$ cat config.mk
export PLATFORM = sky130hd
export DESIGN_NAME = hkfc_hash
export DESIGN_NICKNAME = d
export VERILOG_FILES = /design/src/hw/rtl/hashed_key_frequency_counter_macros.svh /design/src/hw/rtl/hkfc_pkg.sv /design/src/hw/rtl/hkfc_hash.sv
export SDC_FILE = /design/constraint.sdc
export NUM_CORES = 1
export LEC_CHECK = 0
export BUFFER_PORTS_ARGS = -buffer_cell sky130_fd_sc_hd__buf_4
export CORE_ASPECT_RATIO = 2
export CORE_MARGIN = 5
export CORE_UTILIZATION = 57
export CTS_BUF_LIST = sky130_fd_sc_hd__clkbuf_4 sky130_fd_sc_hd__clkbuf_8
export CTS_CLUSTER_SIZE = 25
export DETAILED_ROUTE_END_ITERATION = 6
export PLACE_DENSITY = 0.82
export RECOVER_POWER = 100
export SETUP_SLACK_MARGIN = 0.15
export SYNTH_ARGS = -nofsm -noshare
export SYNTH_HDL_FRONTEND = slang
export SYNTH_SLANG_ARGS = --single-unit
$ cat constraint.sdc
create_clock -name clock -period 14.14 [get_ports clock]
set_clock_uncertainty 0.05 [all_clocks]
set_input_delay 2.828 -clock clock [delete_from_list [all_inputs] [get_ports clock]]
set_output_delay 2.828 -clock clock [all_outputs]
set_load 0.02 [all_outputs]
$ cat src/hw/rtl/hashed_key_frequency_counter_macros.svh
// ----------------------------------------------------------------------------
// Assertion macros for the hashed key frequency counter
// Shared clock and reset are the module's clock and reset ports.
// ----------------------------------------------------------------------------
`ifndef HASHED_KEY_FREQUENCY_COUNTER_MACROS_SVH
`define HASHED_KEY_FREQUENCY_COUNTER_MACROS_SVH

`ifndef ASSERT_OFF
// condition holds whenever the trigger holds
`define HKFC_ASSERT_IMPL(label, trig, cond, msg) \
   label: assert property (@(posedge clock) disable iff (reset) (trig) |-> (cond)) \
      else $error(msg);
// condition holds at every clock edge out of reset
`define HKFC_ASSERT_ALWAYS(label, cond, msg) \
   label: assert property (@(posedge clock) disable iff (reset) (cond)) \
      else $error(msg);
`else
`define HKFC_ASSERT_IMPL(label, trig, cond, msg)
`define HKFC_ASSERT_ALWAYS(label, cond, msg)
`endif

`endif

$ cat src/hw/rtl/hkfc_pkg.sv
// ----------------------------------------------------------------------------
// hkfc_pkg
// Sizes, hash constants and action codes of the hashed key frequency counter.
// ----------------------------------------------------------------------------
package hkfc_pkg;

   localparam int BUCKETS   = 4093;
   localparam int ENTRIES   = 4096;
   localparam int KEY_BYTES = 8;

   localparam int KEY_W  = 8 * KEY_BYTES;
   localparam int LEN_W  = 4;
   localparam int ID_W   = 12;
   localparam int FREQ_W = 31;
   localparam int NF_W   = 13;
   localparam int ACT_W  = 3;
   localparam int HASH_W = 32;
   localparam int BKT_W  = $clog2(BUCKETS);

   localparam logic [HASH_W-1:0] HASH_START = 32'd1159241;
   localparam logic [FREQ_W-1:0] FREQ_MAX   = 31'h7fffffff;

   localparam logic [ACT_W-1:0] ACT_COUNT  = 3'd0;
   localparam logic [ACT_W-1:0] ACT_LOOKUP = 3'd1;
   localparam logic [ACT_W-1:0] ACT_READ   = 3'd2;
   localparam logic [ACT_W-1:0] ACT_WRITE  = 3'd3;
   localparam logic [ACT_W-1:0] ACT_CLEAR  = 3'd4;

endpackage

$ cat src/hw/rtl/hkfc_hash.sv
// ----------------------------------------------------------------------------
// hkfc_hash
// Byte-serial shift-xor-add key hash followed by an iterative fold that
// reduces the low 31 bits of the hash modulo the bucket count.
// ----------------------------------------------------------------------------
module hkfc_hash (
   input  logic                        clock,
   input  logic                        reset,
   input  logic                        start,
   input  logic [hkfc_pkg::KEY_W-1:0]  key,
   input  logic [hkfc_pkg::LEN_W-1:0]  len,
   output logic                        done,
   output logic [hkfc_pkg::BKT_W-1:0]  bucket
);
   import hkfc_pkg::*;

   localparam logic [1:0] HP_IDLE = 2'd0;
   localparam logic [1:0] HP_MIX  = 2'd1;
   localparam logic [1:0] HP_FOLD = 2'd2;

   // 2^BKT_W is congruent to FOLD modulo BUCKETS
   localparam int FOLD = (2 ** BKT_W) - BUCKETS;

   logic [1:0]        phase_ff, phase_in;
   logic [HASH_W-1:0] h_ff, h_in;
   logic [LEN_W-1:0]  idx_ff, idx_in;
   logic [30:0]       v_ff, v_in;
   logic [7:0]        cur_byte;
   logic [30:0]       v_hi;
   logic [30:0]       v_fold;

   assign cur_byte = key[{idx_ff[2:0], 3'b000} +: 8];
   assign v_hi     = v_ff >> BKT_W;
   assign v_fold   = (v_hi * 31'(FOLD)) + {{(31-BKT_W){1'b0}}, v_ff[BKT_W-1:0]};
   assign bucket   = v_ff[BKT_W-1:0];

   always_comb begin
      phase_in = phase_ff;
      h_in     = h_ff;
      idx_in   = idx_ff;
      v_in     = v_ff;
      done     = 1'b0;
      case (phase_ff)
         HP_IDLE: begin
            if (start) begin
               h_in     = HASH_START;
               idx_in   = '0;
               phase_in = HP_MIX;
            end
         end
         HP_MIX: begin
            if (idx_ff < len) begin
               h_in   = h_ff ^ ((h_ff << 5) + (h_ff >> 2) + {24'b0, cur_byte});
               idx_in = idx_ff + 1'b1;
            end else begin
               v_in     = h_ff[30:0];
               phase_in = HP_FOLD;
            end
         end
         HP_FOLD: begin
            if (v_ff < 31'(BUCKETS)) begin
               done     = 1'b1;
               phase_in = HP_IDLE;
            end else if (v_ff < 31'(2 * BUCKETS)) begin
               v_in = v_ff - 31'(BUCKETS);
            end else begin
               v_in = v_fold;
            end
         end
         default: begin
            phase_in = HP_IDLE;
         end
      endcase
   end

   always_ff @(posedge clock) begin
      if (reset) begin
         phase_ff <= HP_IDLE;
      end else begin
         phase_ff <= phase_in;
      end
      h_ff   <= h_in;
      idx_ff <= idx_in;
      v_ff   <= v_in;
   end

endmodule

## Yosys cells after proc, flatten, opt, wreduce, memory -nomap -nowiden

Index checks and enable logic that the tools add are counted.

| operators by class | value |
|---|---|
| multipliers | 1 |
| reductions and logical operators | 6 |
| multiplexer cells | 16 |
| eq/ne operators | 7 |
| div/mod/pow operators | 0 |
| shift operators | 1 |
| $add $sub $neg | 5 |
| magnitude comparators | 3 |
| bitwise logic cells | 1 |

Operators with widths:

| operator | number |
|---|---|
| $mux W31 | 3 |
| $mux W32 | 2 |
| $pmux W32 S2 | 1 |
| $shiftx A64 B7 Y8 | 1 |
| $pmux W31 S2 | 1 |
| $add A32 B30 Y32 | 1 |
| $add A32 B8 Y32 | 1 |
| $xor A32 B32 Y32 | 1 |
| $lt A31 B12 Y1 const B | 1 |
| $lt A31 B13 Y1 const B | 1 |
| $sub A31 B12 Y31 const B | 1 |
| $add A21 B12 Y22 | 1 |
| $mul A19 B2 Y21 const B | 1 |
| $ne A2 B2 Y1 const B | 5 |
| $reduce_and A3 Y1 | 3 |
| $mux W4 | 2 |
| $pmux W4 S2 | 1 |
| $mux W2 | 3 |
| $pmux W2 S3 | 1 |
| $add A4 B1 Y4 const B | 1 |
| $lt A4 B4 Y1 | 1 |
| $reduce_bool A2 Y1 | 2 |
| $eq A2 B1 Y1 const B | 1 |
| $eq A2 B2 Y1 const B | 1 |
| other kinds (2) | 3 |

| storage, ports and cells | value |
|---|---|
| register bits after elaboration | 69 |
| output and inout bits | 13 |
| memory bits (read-only) | 0 |
| RAM bits | 0 |
| memories | 0 |
| bits of input ports | 71 |
| word-level logic and storage cells | 44 |
| bits in latches | 0 |

## Longest topological paths before layout

Gate-level depths: netlist (run 1).

| depth | value |
|---|---|
| word-level depth | 5 |
| mapped depth | 17 |
| mapped depth without buffers | 15 |

## Worst setup path before layout (run 1)

Ideal clock, no wire load.

| timing | value |
|---|---|
| path kind | input-to-reg |
| start | in key[57] in the netlist's numbering |
| end | reg h_ff[31], data pin |
| required time | 13.835 ns |
| data arrival time | 5.760 ns |
| slack | 8.075 ns |
| stages | 15 |
| path buffers | 0 |
| setup time | 0.255 ns |
| path through | mux4_2 mux2_2 ha_1 ha_1 inv_1 fa_1 nand2b_1 a21oi_1 a21oi_1 a211oi_1 o21a_1 o21ai_1 a211oi_2 nor2_1 a21bo_2 |

| on the way | value |
|---|---|
| longest elaborated chain between the ends | 5 |

Ends and longest elaborated chain:

| what | RTL line | source |
|---|---|---|
| from (decl) | hkfc_hash.sv:10 | `input logic [hkfc_pkg::KEY_W-1:0] key,` |
| $shiftx A64 B7 Y8 | hkfc_hash.sv:32 | `assign cur_byte = key[{idx_ff[2:0], 3'b000} +: 8];` |
| $add A32 B8 Y32 | hkfc_hash.sv:53 | `h_in = h_ff ^ ((h_ff << 5) + (h_ff >> 2) + {24'b0, cur_byte});` |
| $xor A32 B32 Y32 | hkfc_hash.sv:53 |  |
| $mux W32 | hkfc_hash.sv:52 | `if (idx_ff < len) begin` |
| $pmux W32 S2 | hkfc_hash.sv:43 | `case (phase_ff)` |
| to (signal assigned) | hkfc_hash.sv:82 | `h_ff <= h_in;` |
| to (decl) | hkfc_hash.sv:25 | `logic [HASH_W-1:0] h_ff, h_in;` |

Every way passes these cells. The select of a mux whose other input is x is not followed.
A chain may end at the register's enable or synchronous reset.

## Worst setup path in the final report (run 1)

| timing | value |
|---|---|
| start | in key[62] in the netlist's numbering |
| end | reg h_ff[30], data pin |

The elaborated chain is that of the path after synthesis.

==> results.ini, run 1 <==
[grt]
grt_max_degree = 45
grt_pass1_wl_um = 32760
groute.usage.overall_pct = 25.23
antenna_found_initial = 0
gr-total-overflow = 0
first_global_vias = 6723

[sta]
grt_setup_unrepaired = false
slew_headroom_pct = -109.0
finalSetupViolations = 0
finalHoldViolations = 0
finalSetupTns_ps = 0
timing.fmax_mhz = 151.2
worstMarginPinSlew_ps = 3124
fin_crit_sh_pct = 46.79
finalCriticalPeriod_ps = 6616
slew_viol_final = 69
setup_ws_ps = 7524

[outcome]
violations = max-capacitance violations, max-slew violations
outcome = finished, violations left

[pwr]
power-per-cell-area_nw_per_um2 = 274.4
finalPower_mw = 2.360
cellLeakagePower_nw = 3.649
ir_worst_vdd_uv = 170.0

[layout]
n_fill_cell = 1119
final_cell_area_um2 = 8601
syn_to_final_growth_pct = 9.406
drive_gt1_share_pct = 13.48
nNetsFinal = 1083
diodes = 0
multi_input_area_um2 = 5351
regArea_um2 = 2052

[place]
dp_hpwl_um = 16180
numPortBuffers = 83
gp_congestion = 0.8989
pre_cts_ws_ps = 7631
placed_cell_area_um2 = 8523

[worst_setup_path]
r2r_cells = 12
worstPathMaxFanout = 4
critical_path_required_ps = 14300
r2r-end = h_ff[30]
r2r_start = idx_ff[0]
rrSetupSlack_ps = 8900
cp_slowest_cell = a221oi_1
worstSetupPathType = primary input to register
cp_num_buf_inv = 1
start_kind = primary input
critPathTopFamily = compound AO/OA/AOI/OAI gates
worst-path-stages = 13
slowest_delay_ps = 640
cpMostUsedCell = or3_1
cp.arrival_ps = 6780
cp_cell_sequence = clkbuf_4 > mux4_2 > mux2_1 > fa_1 > ha_1 > or3_1 > o21ai_0 > o21a_4 > o22ai_1 > a221oi_1 > nor4_1 > or3_1 > a21oi_1
critPathCaptureType = register

[floorplan]
fp.coreArea_um2 = 13510
floorplan.io_pins = 84
dieHeight_um = 176.1
start_util_pct = 58.18
rows = 60
fp.dieW_um = 93.04
die_area_um2 = 16380

[worst_hold_path]
hp-class = register to register
worstHoldPathCells = 1
holdPathEnd = phase_ff[0]
min_from = phase_ff[1]

[drt]
first_pass_iters = 5
avgViaCountPerCell = 6.313
drc_errors = 0
drt_wl_total_um = 20080
ant_nets = 0
vias = 6597
drtIter0Drc = 404
wl_per_cell_um = 19.22

[yosys]
ys_seq_area_share_pct = 26.10
yosysTopAreaCell = edfxtp_1
synth_edf_count = 67
syn_area_um2 = 7861
syn_avg_cell_area_um2 = 9.494
synth_most_common_cell = ha_1
ys_async_sr_fraction_pct = 0
yosys_warnings = 0
synth_commonest_cells = ha_1 (110), xnor2_1 (74), edfxtp_1 (67)
synth_flop_cell = edfxtp_1
syn_inst = 828
syn_nets = 1025
ys_types = 70
ys_ff_latch = 69
synth.area.top_cells = edfxtp_1 (26%), ha_1 (18%), xnor2_1 (8.2%)
yosysTopAreaCellShare_pct = 25.59

[clocking]
clock_latency_ps = 360
cts.sinks = 69
clk_pin_slew_ps = 80
cts_buffers = 9
cts_setup_buffers = 0
ctsRootBufferMaster = clkbuf_8
cts.repair.resized = 0
clock_path_buffers = 2
holdBufCountCts = 0
cts_tree = done
cts_max_level = 3

[flow_run]
drv_cap = 2

## logic make-up (layout without fill, tap and decap cells)
kind of cell | Yosys count | after routing | synth area share (%)
XOR/XNOR | 99 | 99 | 11.03
adder cells (fa/ha/maj) | 126 | 126 | 21.58
buffers and inverters | 91 | 153 | 5.014
multiplexers | 28 | 28 | 6.223
flip-flops | 69 | 69 | 26.10
AND/OR/NAND/NOR | 209 | 209 | 12.51
AO/OA/AOI/OAI | 206 | 206 | 17.54
## cells in the final DEF (no fill, tap or decap), types with 5 or more instances in the layout
cell	instances
fa_1	16
mux4_2	16
nor2_1	63
nand3_1	21
nor3_1	7
clkbuf_4	6
o21bai_1	9
o21ai_1	5
a31oi_1	7
and3_1	5
xor2_1	25
xnor2_1	74
edfxtp_1	67
nand2_1	64
or3_1	5
nand2b_1	7
a21oi_1	63
buf_4	69
nand4_1	8
clkbuf_1	14
inv_1	50
o21a_1	5
clkbuf_8	9
a22o_1	9
a21o_1	23
nor2b_1	10
o21ai_0	41
mux2i_1	5
ha_1	110
a211oi_1	6
## metrics by stage
stage | std cells | util, % | hold slack [ps]
detailed placement | 1030 | 63.07 | 504.3
CTS | 1045 | 64.61 | 518.4
global route | 1045 | 63.65 | 499.1
global placement | 1030 | 63.07 | 497.0
floorplan | 828 | - | 420.6
finish | 1045 | 63.65 | 457.4
## how the worst max path moves through the flow
stage	startpoint	slack (ps)	endpoint
3_5_place_dp	key[31]	7630	h_ff[31]
4_1_cts	key[31]	7990	h_ff[31]
3_3_place_gp	key[63]	7700	h_ff[31]
5_1_grt	key[62]	7300	h_ff[30]
2_1_floorplan	key[57]	8080	h_ff[31]
6_report	key[62]	7520	h_ff[30]
## layout make-up
type                            count  share of cell area [%]
Multi-Input combinational cell    668                   62.22
Timing Repair Buffer               88                   7.070
Sequential cell                    69                   23.86
Tap cell                          155                   2.255
Clock inverter                      5                  0.8874
Clock buffer                       10                   1.527
Inverter                           50                   2.182
## state kept, by name, indices dropped and copies added (netlist names)
register,count
phase_ff,2
v_ff,31
idx_ff,4
h_ff,32
## routing by layer
layer  track usage [%]  vias up  wire (um)
li1                  -     3095          -
met1             26.06     3148       6974
met2             46.16      254      10620
met3             3.710      100       1003
met4             16.51        0       1485
met5                 0        -          0
## power breakdown
| part | switching, mW | total (mW) | internal (mW) |
|---|---|---|---|
| combinational | 0.944 | 1.72 | 0.779 |
| sequential | 0.120 | 0.460 | 0.340 |
| clock | 0.0780 | 0.177 | 0.0994 |
No activity file was read; power rests on OpenSTA's default activity.
==> inputs of run 2 (changes only) <==
Clock period 14.14 ns to 6.9 ns, I/O delays scaled along.
==> run 2 against run 1 <==
Register-to-register slack worse by 7200 ps. Die area unchanged. Final cell count about the same. Total power up 100%. Critical endpoint unchanged. Worst hold slack better by 2.8 ps. The run still ends with max-capacitance violations, max-slew violations left. Non-clock buffer count unchanged. Via count down 0.52%. Final area down 0.13%. Critical path depth down 1. Sequential share of layout area about the same. Utilization down 0.083 points. Combinational power up 100%.
==> results.ini, run 2 (synthesized netlist as in run 1, its figures left out) <==
[worst_setup_path]
crit_start = idx_ff[0]  ; was key[62]
rrSetupSlack_ps = 1680  ; was 8900 ps
start_kind = register  ; was primary input
r2r_start = idx_ff[0]  ; unchanged
worstPathMaxFanout = 20  ; was 4
r2r_cells = 12  ; unchanged
worstSetupPathType = register to register  ; was primary input to register
cp.arrival_ps = 5380  ; was 6780 ps
critical_path_required_ps = 7060  ; was 14300 ps
r2r-end = h_ff[30]  ; unchanged
endpoint = h_ff[30]  ; unchanged
critPathCaptureType = register  ; unchanged

[drt]
drtIter0Drc = 368  ; was 404
wl_per_cell_um = 19.16  ; was 19.22 um
ant_nets = 0  ; unchanged
avgViaCountPerCell = 6.274  ; was 6.313
first_pass_iters = 6  ; was 5
drc_errors = 0  ; unchanged
vias = 6563  ; was 6597
drt_wl_total_um = 20040  ; was 20080 um

[worst_hold_path]
hp-class = register to register  ; unchanged

[layout]
regMostFlops = h_ff  ; unchanged
diodes = 0  ; unchanged
multi_input_area_um2 = 5358  ; was 5351 um^2
syn_to_final_growth_pct = 9.263  ; was 9.406%
regArea_um2 = 2052  ; unchanged
final_cell_mix = ha_1 (110), xnor2_1 (74), buf_4 (73)  ; was ha_1 (110), xnor2_1 (74), buf_4 (69)
largest_reg_flops = 32  ; unchanged
drive_gt1_share_pct = 13.92  ; was 13.48%
nNetsFinal = 1083  ; unchanged
n_fill_cell = 1119  ; unchanged
final_common_cell = ha_1  ; unchanged
largestRegisters = h_ff (32), v_ff (31), idx_ff (4)  ; unchanged

[floorplan]
rows = 60  ; unchanged
start_util_pct = 58.18  ; unchanged
fp.coreArea_um2 = 13510  ; unchanged
die_area_um2 = 16380  ; unchanged
floorplan.io_pins = 84  ; unchanged
fp.dieW_um = 93.04  ; unchanged
dieHeight_um = 176.1  ; unchanged

[clocking]
ctsRootBufferMaster = clkbuf_8  ; unchanged
cts_buffers = 9  ; unchanged
cts.repair.resized = 0  ; unchanged
clock_path_buffers = 2  ; unchanged
cts_max_level = 3  ; unchanged
cts.sinks = 69  ; unchanged
cts_setup_buffers = 0  ; unchanged
cts_tree = done  ; unchanged
holdBufCountCts = 0  ; unchanged
clk_pin_slew_ps = 90  ; was 80 ps
clock_latency_ps = 370  ; was 360 ps

[grt]
groute.usage.overall_pct = 25.27  ; was 25.23%
antenna_found_initial = 0  ; unchanged
gr-total-overflow = 0  ; unchanged
first_global_vias = 6914  ; was 6723
grt_max_degree = 45  ; unchanged
grt_pass1_wl_um = 32760  ; unchanged

[place]
gp_congestion = 0.8979  ; was 0.8989
numPortBuffers = 83  ; unchanged
dp_hpwl_um = 16240  ; was 16180 um

[pwr]
finalPower_mw = 4.793  ; was 2.360 mW
seqPwrFrac_pct = 19.6  ; was 19.5%
power-per-cell-area_nw_per_um2 = 558.0  ; was 274.4 nW/um^2
ir_worst_vdd_uv = 333.4  ; was 170.0 uV
p_clk_share_pct = 6.9  ; was 7.5%
cellLeakagePower_nw = 3.647  ; was 3.649 nW
p_sw_share_pct = 48.70  ; was 48.38%
p_int_mw = 2.459  ; was 1.218 mW
p_comb_share_pct = 73.5  ; was 73.0%
power.switching_mw = 2.334  ; was 1.142 mW

[sta]
finalSetupTns_ps = 0  ; unchanged
slew_headroom_pct = -113.3  ; was -109.0%
worstMarginPinSlew_ps = 3188  ; was 3124 ps
hold_slack_ps = 460.1  ; was 457.4 ps
grt_setup_unrepaired = false  ; unchanged
finalHoldViolations = 0  ; unchanged
slew_viol_final = 69  ; unchanged
finalSetupViolations = 0  ; unchanged
finalCriticalPeriod_ps = 5218
fin_crit_sh_pct = 75.62
timing.fmax_mhz = 191.7

[flow_run]
drv_cap = 2  ; unchanged

[outcome]
violations = max-capacitance violations, max-slew violations  ; unchanged
outcome = finished, violations left  ; unchanged

==> run 2: cell count changes in the layout (fill, tap and decap cells not counted), sizes merged <==
cell / delta
buf: +4
bufinv: -1
clkbuf: -5
clkinv: +4
clkinvlp: -1
==> run 2: how the worst min path moves through the flow <==
stage,to,from,cells after the start
4_1_cts,phase_ff[0],phase_ff[1],1
6_report,phase_ff[0],phase_ff[1],1
5_1_grt,phase_ff[0],phase_ff[1],1
3_3_place_gp,phase_ff[0],phase_ff[1],1
3_5_place_dp,phase_ff[0],phase_ff[1],1
2_1_floorplan,phase_ff[0],phase_ff[1],1
==> run 2: per-stage QoR <==
step	worst slack, ps	std cells	cell area (um^2)	util, %
floorplan	2283	828	7861	-
global placement	1903	1030	8523	63.07
detailed placement	1845	1030	8523	63.07
CTS	2063	1046	8713	64.48
global route	1358	1046	8589	63.56
finish	1682	1046	8589	63.56
==> run 2: area by class of cell <==
cell class	count	share of cell area [%]
Clock buffer	9	1.442
Clock inverter	7	0.7720
Inverter	50	2.185
Multi-Input combinational cell	668	62.37
Sequential cell	69	23.89
Tap cell	155	2.258
Timing Repair Buffer	88	7.079
==> run 2: critical path, stage by stage, from the launching register on <==
cell and delay [ps]:
edfxtp_1 1070, mux4_2 590, mux2_1 340, fa_1 440
ha_1 240, or3_1 360, o21ai_0 420, o21a_4 220
o22ai_1 170, a221oi_1 550, nor4_1 130, or3_1 320
a21oi_1 150
==> run 2: routing by layer <==
layer	up-vias	share of wire, %	track usage (%)
li1	3097	-	-
met1	3122	35	25.27
met2	263	54	48.00
met3	81	5.0	3.326
met4	0	6.5	15.35
met5	-	0	0
==> run 2: power groups by stage <==
stage          combinational, mW  clock [mW]  sequential, mW
2_1_floorplan               2.93           0           0.826
3_3_place_gp                3.46           0           0.939
3_5_place_dp                3.57           0           0.944
4_1_cts                     3.60       0.333           0.935
5_1_grt                     3.91       0.354           0.957
6_report                    3.52       0.330           0.940
